File: src/rtl/rfc_pkg.sv
// ----------------------------------------------------------------------------
// rfc_pkg
// Shared types, codes and constants of the RS-485 frame checker.
// ----------------------------------------------------------------------------
`default_nettype none

package rfc_pkg;

    localparam int MAX_FRAME_DEF = 256;

    localparam logic [7:0] HEADER_RESET  = 8'hAA;
    localparam logic [7:0] TAIL_RESET    = 8'hBB;
    localparam logic [7:0] MIN_LEN_RESET = 8'd21;
    localparam logic [7:0] CRC_POLY      = 8'h8C;

    localparam int PAYLOAD_BASE = 17;
    localparam int FLEN_BASE    = 20;

    localparam logic KIND_DATA = 1'b0;
    localparam logic KIND_IDLE = 1'b1;

    typedef logic [1:0] cfg_idx_t;

    localparam cfg_idx_t REG_HEADER  = 2'd0;
    localparam cfg_idx_t REG_TAIL    = 2'd1;
    localparam cfg_idx_t REG_MIN_LEN = 2'd2;

    typedef enum logic [2:0] {
        ST_OK   = 3'd0,
        ST_LEN  = 3'd1,
        ST_HDR  = 3'd2,
        ST_TAIL = 3'd3,
        ST_CRC  = 3'd4
    } status_t;

    typedef struct packed {
        logic [7:0] header_byte;
        logic [7:0] tail_byte;
        logic [7:0] min_frame_len;
    } cfg_t;

    typedef struct packed {
        logic       kind;
        logic [7:0] rx_byte;
    } beat_t;

    typedef struct packed {
        status_t    status;
        logic [7:0] trans_id;
        logic [7:0] frame_length;
    } verdict_t;

    function automatic logic [7:0] crc8_update(input logic [7:0] crc, input logic [7:0] b);
        logic [7:0] c;
        c = crc ^ b;
        for (int k = 0; k < 8; k++) begin
            if (c[0])
            begin
                c = (c >> 1) ^ CRC_POLY;
            end
            else
            begin
                c = c >> 1;
            end
        end
        return c;
    endfunction

endpackage

`default_nettype wire

File: src/rtl/rfc_frame_check.sv
// ----------------------------------------------------------------------------
// rfc_frame_check
// Per-frame state: byte count, running CRC-8, header/tail/CRC flags, and the
// verdict formed from them at line idle.
// ----------------------------------------------------------------------------
`default_nettype none

module rfc_frame_check #(
    parameter int MAX_FRAME = rfc_pkg::MAX_FRAME_DEF
) (
    input  wire               clk,
    input  wire               rst_n,
    input  wire               fire,
    input  rfc_pkg::beat_t    beat,
    input  rfc_pkg::cfg_t     cfg_q,
    output rfc_pkg::verdict_t verdict
);
    import rfc_pkg::*;

    localparam int CNT_W = $clog2(MAX_FRAME + 1);
    localparam int CW    = ((CNT_W > 9) ? CNT_W : 9) + 1;

    logic [CNT_W-1:0] cnt_reg, cnt_next;
    logic [7:0]       crc_reg, crc_next;
    logic [7:0]       len_reg, len_next;
    logic [7:0]       tid_reg, tid_next;
    logic             hdr_good_reg, hdr_good_next;
    logic             tail_good_reg, tail_good_next;
    logic             crc_seen_reg, crc_seen_next;
    logic             crc_good_reg, crc_good_next;

    logic [CW-1:0]    p;
    logic [CW-1:0]    t;
    logic             full;
    logic [7:0]       crc_upd;
    logic [8:0]       flen_sum;
    status_t          status;

    assign p        = CW'(cnt_reg);
    assign t        = CW'(PAYLOAD_BASE) + CW'(len_reg);
    assign full     = (cnt_reg >= CNT_W'(MAX_FRAME));
    assign crc_upd  = crc8_update(crc_reg, beat.rx_byte);
    assign flen_sum = 9'(FLEN_BASE) + 9'(len_reg);

    always_comb
    begin
        cnt_next       = cnt_reg;
        crc_next       = crc_reg;
        len_next       = len_reg;
        tid_next       = tid_reg;
        hdr_good_next  = hdr_good_reg;
        tail_good_next = tail_good_reg;
        crc_seen_next  = crc_seen_reg;
        crc_good_next  = crc_good_reg;
        if (fire)
        begin
            if (beat.kind == KIND_IDLE)
            begin
                cnt_next       = '0;
                crc_next       = '0;
                len_next       = '0;
                tid_next       = '0;
                hdr_good_next  = 1'b1;
                tail_good_next = 1'b1;
                crc_seen_next  = 1'b0;
                crc_good_next  = 1'b0;
            end
            else if (!full)
            begin
                if (p < CW'(2) && beat.rx_byte != cfg_q.header_byte)
                begin
                    hdr_good_next = 1'b0;
                end
                if (p == CW'(2))
                begin
                    tid_next = beat.rx_byte;
                end
                if (p == CW'(16))
                begin
                    len_next = beat.rx_byte;
                end
                if (p < CW'(PAYLOAD_BASE))
                begin
                    crc_next = crc_upd;
                end
                else if (p <= t + CW'(1))
                begin
                    if ((p == t || p == t + CW'(1)) && beat.rx_byte != cfg_q.tail_byte)
                    begin
                        tail_good_next = 1'b0;
                    end
                    crc_next = crc_upd;
                end
                else if (p == t + CW'(2))
                begin
                    crc_seen_next = 1'b1;
                    crc_good_next = (beat.rx_byte == crc_reg);
                end
                cnt_next = cnt_reg + CNT_W'(1);
            end
        end
    end

    always_comb
    begin
        if (p < CW'(cfg_q.min_frame_len) || full)
        begin
            status = ST_LEN;
        end
        else if (p < CW'(2) || !hdr_good_reg)
        begin
            status = ST_HDR;
        end
        else if (!tail_good_reg || !crc_seen_reg)
        begin
            status = ST_TAIL;
        end
        else if (!crc_good_reg)
        begin
            status = ST_CRC;
        end
        else
        begin
            status = ST_OK;
        end
    end

    always_comb
    begin
        verdict.status   = status;
        verdict.trans_id = tid_reg;
        if (status != ST_OK)
        begin
            verdict.frame_length = 8'd0;
        end
        else if (flen_sum[8])
        begin
            verdict.frame_length = 8'hFF;
        end
        else
        begin
            verdict.frame_length = flen_sum[7:0];
        end
    end

    always_ff @(posedge clk or negedge rst_n)
    begin
        if (!rst_n)
        begin
            cnt_reg       <= '0;
            crc_reg       <= '0;
            len_reg       <= '0;
            tid_reg       <= '0;
            hdr_good_reg  <= 1'b1;
            tail_good_reg <= 1'b1;
            crc_seen_reg  <= 1'b0;
            crc_good_reg  <= 1'b0;
        end
        else
        begin
            cnt_reg       <= cnt_next;
            crc_reg       <= crc_next;
            len_reg       <= len_next;
            tid_reg       <= tid_next;
            hdr_good_reg  <= hdr_good_next;
            tail_good_reg <= tail_good_next;
            crc_seen_reg  <= crc_seen_next;
            crc_good_reg  <= crc_good_next;
        end
    end

`ifndef SYNTHESIS
    a_cnt_bound: assert property (@(posedge clk) disable iff (!rst_n)
        cnt_reg <= CNT_W'(MAX_FRAME))
        else $error("byte count past frame buffer");

    a_idle_clears: assert property (@(posedge clk) disable iff (!rst_n)
        fire && beat.kind == KIND_IDLE |=> cnt_reg == '0 && !crc_seen_reg)
        else $error("frame state not cleared after idle");

    a_crc_pos: assert property (@(posedge clk) disable iff (!rst_n)
        crc_seen_reg |-> p >= CW'(FLEN_BASE))
        else $error("crc byte seen too early");

    a_ok_len: assert property (@(posedge clk) disable iff (!rst_n)
        verdict.status == ST_OK |-> verdict.frame_length >= 8'(FLEN_BASE))
        else $error("ok verdict with short frame length");
`endif

endmodule

`default_nettype wire

File: config.mk
export PLATFORM = sky130hd
export DESIGN_NAME = rfc_frame_check
export DESIGN_NICKNAME = d
export VERILOG_FILES = /design/src/rtl/rfc_pkg.sv /design/src/rtl/rfc_frame_check.sv
export SDC_FILE = /design/constraint.sdc
export NUM_CORES = 1
export LEC_CHECK = 0
export ABC_AREA = 1
export BUFFER_PORTS_ARGS = -buffer_cell sky130_fd_sc_hd__buf_2
export CORE_MARGIN = 1
export CORE_UTILIZATION = 45
export CTS_BUF_LIST = sky130_fd_sc_hd__clkbuf_4 sky130_fd_sc_hd__clkbuf_8
export DETAILED_ROUTE_END_ITERATION = 12
export PLACE_DENSITY = 0.67
export SYNTH_ARGS = -nofsm -noshare
export SYNTH_HDL_FRONTEND = slang
export SYNTH_SLANG_ARGS = --single-unit
export TNS_END_PERCENT = 20
File: constraint.sdc
create_clock -name clk -period 3.04 [get_ports clk]
set_input_delay 0.456 -clock clk [delete_from_list [all_inputs] [get_ports clk]]
set_output_delay 0.456 -clock clk [all_outputs]
set_load 0.02 [all_outputs]
Yosys cells after proc, flatten, opt, wreduce, memory -nomap -nowiden
Cells that the tools add are included.

word-level totals
  bits in registers = 37
  output and inout port bits = 19
  word-level logic and storage cells = 106

cells by class
  add/sub/neg operators = 5
  $lt $le $gt $ge = 5
  equality and inequality tests = 11
  mux-type cells = 44
  bitwise logic cells = 9
  reduce and logical (&&, ||, !) cells = 24

operators with widths
  operator                                                   count
  two-way mux 8 bit                                          20
  NOT 2 -> 3 bit                                             8
  == test 9 x 10 -> 1 bit                                    2
  adder 5 x 8 -> 9 bit (first input constant)                2
  two-way mux 1 bit                                          18
  two-way mux 9 bit                                          2
  inequality test 8 bit                                      2
  two-way mux 3 bit                                          4
  AND reduction 3 bit                                        4
  nonzero test 2 bit                                         6
  adder 9 x 1 -> 10 bit (second input constant)              1
  adder 9 x 2 -> 10 bit (second input constant)              1
  less-or-equal comparator 9 x 10 -> 1 bit                   1
  AND reduction 5 bit                                        2
  adder 9 x 1 -> 9 bit (second input constant)               1
  == test 9 x 2 -> 1 bit (second input constant)             1
  == test 9 x 5 -> 1 bit (second input constant)             1
  == test 9 bit                                              1
  greater-or-equal comparator 9 bit (second input constant)  1
  < comparator 9 x 2 -> 1 bit (second input constant)        1
  < comparator 9 x 5 -> 1 bit (second input constant)        1
  < comparator 9 x 8 -> 1 bit                                1
  == test 8 bit                                              1
  bitwise XOR 8 bit                                          1
  other kinds (6)                                            15

Logic depth before layout (Yosys ltp)
  depth in word-level cells = 21
  gate-level depth with buffers = 20
  depth with buffers taken out = 20

Worst setup path after synthesis
Ideal clock, no wire load.

  kind = register -> register
  from = register len_reg[0]
  to = register crc_reg[6]
  arrival = 2,850 ps
  data required time = 2,913 ps
  path slack = 63 ps
  cell stages (with the launch flop) = 18
  path through = dfrtp_1 inv_1 ha_1 inv_1 ha_1 nand4_1 nor2_1 nand2_1 xor2_1 ha_1 nand2_1 nor3_1 o21ai_0 nand3_1 nand4_1 nand2_1 buf_2 o21ai_0

between the ends
  longest elaborated chain between the ends = 5

ends and longest elaborated chain
  what                                      line                    source
  start: declaration                        rfc_frame_check.sv:25   logic [7:0] len_reg, len_next;
  start signal: assignment                  rfc_frame_check.sv:163  len_reg <= len_next;
  adder 5 x 8 -> 9 bit                      rfc_frame_check.sv:40   assign t = CW'(PAYLOAD_BASE) + CW'(len_reg);
  adder 9 x 1 -> 10 bit                     rfc_frame_check.sv:86   else if (p <= t + CW'(1))
  less-or-equal comparator 9 x 10 -> 1 bit  rfc_frame_check.sv:86
  nonzero test 3 bit (no source line)       --
  AND reduction 3 bit (no source line)      --
  end signal: assignment                    rfc_frame_check.sv:162  crc_reg <= crc_next;
  end: declaration                          rfc_frame_check.sv:24   logic [7:0] crc_reg, crc_next;

No other way between the ends.
A chain may end at the register's enable or synchronous reset.

Final worst setup path
  from = register len_reg[1]
  to = register crc_reg[6]

Same word-level chain as after synthesis.

==> flow_summary.json <==
{
  "via_count": 3333,
  "cts_tree": "done",
  "fin_worst_skew_ps": 5.17,
  "whs_ps": 265,
  "min_period_over_period_pct": 93.6,
  "drc": 0,
  "setup_violations": 0,
  "drt_pre_antenna_iters": 5,
  "syn_inst": 477,
  "fillers": 723,
  "slowest_delay_ps": 460,
  "clk_pin_slew_ps": 80,
  "worstPathArrival_ps": 3030,
  "cts_max_level": 2,
  "clk-insertion-delay-late_ps": 300,
  "crit_fanout": 6,
  "rows": 31,
  "gp_congestion": 0.912,
  "antennaDiodeCount": 0,
  "postCtsHoldBufs": 0,
  "slew_viol_final": 0,
  "wl_per_cell_um": 13.6,
  "core-area_sq_um": 7290,
  "antenna_found_initial": 0,
  "initial_utilization_pct": 46.6,
  "critPathKind": "flop to flop",
  "finalHoldViolations": 0,
  "die_h_um": 88.9,
  "max_freq_mhz": 352,
  "p_leak_nw": 2.02,
  "netlist_area_sq_um": 3400,
  "finalNonFillerCells": 646,
  "synth_edf_count": 0,
  "ys_seq_area_share_pct": 27.3,
  "dpl_cell_area_sq_um": 3850,
  "rsz0062_at_grt": "yes",
  "max_slew_margin_pct": 42.6,
  "critPathLaunchType": "flop",
  "hold_path.class": "input pin to asynchronous set/reset pin",
  "cts_root_buffer": "clkbuf_8",
  "synth_common_cells": "nand2_1, inv_1, dfrtp_1",
  "total_power_mw": 2.06,
  "grt_overflow_total": 0,
  "synth_flop_cell": "dfrtp_1",
  "path_cells": "ha_4 > inv_1 > nand2_1 > nand2_2 > ha_4 > nand4_1 > nor2_2 > nand2_1 > xor2_1 > ha_1 > a21o_1 > a21oi_2 > nand3_2 > nand4_1 > nand2_2 > buf_6 > nand2_1 > o21ai_0",
  "first_global_vias": 3007,
  "finalInstanceArea_sq_um": 4080,
  "ios": 55,
  "syn_to_final_growth_pct": 20.0,
  "wl_mm": 8.81,
  "post-place-cells": 636,
  "yosys.area.top_type_share_pct": 25.8,
  "period_needed_ps": 2840,
  "clock_sinks": 37,
  "ys_async_sr_fraction_pct": 100,
  "cp.required_ps": 3220,
  "drt-initial-drc-count": 224,
  "ant_nets": 0,
  "synth_top_area_cell": "dfrtp_1",
  "grt_use_total_pct": 23.5,
  "grt_pass1_wl_mm": 14.1,
  "max_slew.worst_pin.slew_ps": 861,
  "numPortBuffers": 54,
  "die_area_sq_um": 7900,
  "cts_buffers": 5,
  "clock_path_buffers": 2,
  "maxCapViolations": 0,
  "avgSynthCellArea_sq_um": 7.12,
  "nets": 605,
  "layout-drive-gt1-share_pct": 26.1,
  "synth_cell_type_count": 39,
  "vdd_drop_max_uv": 377,
  "path_buf_inv": 2,
  "dp_hpwl_mm": 6.98,
  "power_density_nw_per_um2": 505,
  "die_w_um": 88.9,
  "yosysWarnings": 0,
  "yosysMostFrequentCell": "nand2_1",
  "ys_ff_latch": 37,
  "synth.net_count": 536,
  "largest_register_ffs": 9,
  "cp_top_family": "simple AND/OR/NAND/NOR gates",
  "setup.reg_to_reg.worst_slack_ps": 200,
  "crit_top_cell": "nand2_1",
  "synthTopCellsByArea": "dfrtp_1, nand2_1, ha_1",
  "cp_slowest_cell": "dfrtp_2",
  "grt_max_degree": 38,
  "status": "complete, no violations",
  "crit_path_end_kind": "flop",
  "vias_per_cell": 5.16
}
[worst register-to-register path: stages (launching register included)]
cell	delay [ps]
dfrtp_2	460
ha_4	200
inv_1	50
nand2_1	50
nand2_2	80
ha_4	140
nand4_1	110
nor2_2	160
nand2_1	80
xor2_1	140
ha_1	330
a21o_1	200
a21oi_2	150
nand3_2	100
nand4_1	100
nand2_2	110
buf_6	150
nand2_1	40
o21ai_0	80
[what timing repair did]
action,in CTS,in global routing
pin swaps,0,12
gates resized for setup,1,26
setup endpoints to repair,8,19
buffers inserted,0,2
[kinds of logic (layout without fill, tap and decap cells)]
group,Yosys count,count (layout),synth area share (%)
compound gates,69,69,11.1
xor+xnor,40,40,10.5
fa+ha+maj,23,23,8.47
buf+inv,58,128,6.78
flops,37,37,27.3
simple gates,250,250,35.8
[placed cells by master, fill, tap and decap left out, types with 9 or more instances in the layout]
master     n
inv_1     44
xnor2_1   27
nand4_1   11
xor2_1    12
buf_4     14
ha_1      18
buf_2     54
nand2_2   19
nand2_1  125
o21ai_0   25
a21oi_1   25
nand3_1   29
nor3_1     9
dfrtp_1   34
o21ai_1   11
nor2_1    26
[worst paths after layout]
check | startpoint | to | cells after the start
worst max-delay path | len_reg[1] | crc_reg[6] | 18
worst min-delay path | rst_n | tid_reg[2] | 1
worst max register to register | len_reg[1] | crc_reg[6] | 18
worst min register to register | tail_good_reg | tail_good_reg | 2
max in group asynchronous | rst_n | len_reg[1] | 1
min in group clk | fire | cnt_reg[8] | 3
[metal layers]
| metal | track usage, % | vias up | share of wire [%] |
|---|---|---|---|
| met2 | 37.9 | 92 | 47 |
| li1 | - | 1698 | - |
| met5 | 0 | - | 0 |
| met4 | 7.77 | 0 | 1.6 |
| met3 | 3.64 | 14 | 4.2 |
| met1 | 32.3 | 1529 | 47 |
[through the flow]
step	setup TNS, ps	util, %	setup WS, ps
4_1_cts	0	54.4	5.55
2_1_floorplan	0	-	62.7
3_5_place_dp	-100	52.8	-32.3
5_1_grt	-35.7	55.9	-26.4
6_report	0	55.9	196
3_3_place_gp	0	52.8	85.8
[final cells by class]
| type | count | area, sq um | share of cell area, % |
|---|---|---|---|
| Clock buffer | 5 | 68.8 | 1.69 |
| Clock inverter | 3 | 46.3 | 1.14 |
| Inverter | 51 | 194 | 4.76 |
| Multi-Input combinational cell | 382 | 2330 | 57.1 |
| Sequential cell | 37 | 930 | 22.8 |
| Tap cell | 99 | 124 | 3.04 |
| Timing Repair Buffer | 69 | 387 | 9.48 |
[power breakdown]
| group | switching [mW] | internal (mW) | leakage (nW) |
|---|---|---|---|
| sequential | 0.0835 | 0.583 | 0.482 |
| combinational | 0.568 | 0.376 | 1.49 |
| clock | 0.202 | 0.246 | 0.0543 |
| total | 0.853 | 1.21 | 2.02 |
Power figures use the tool's default switching activity.
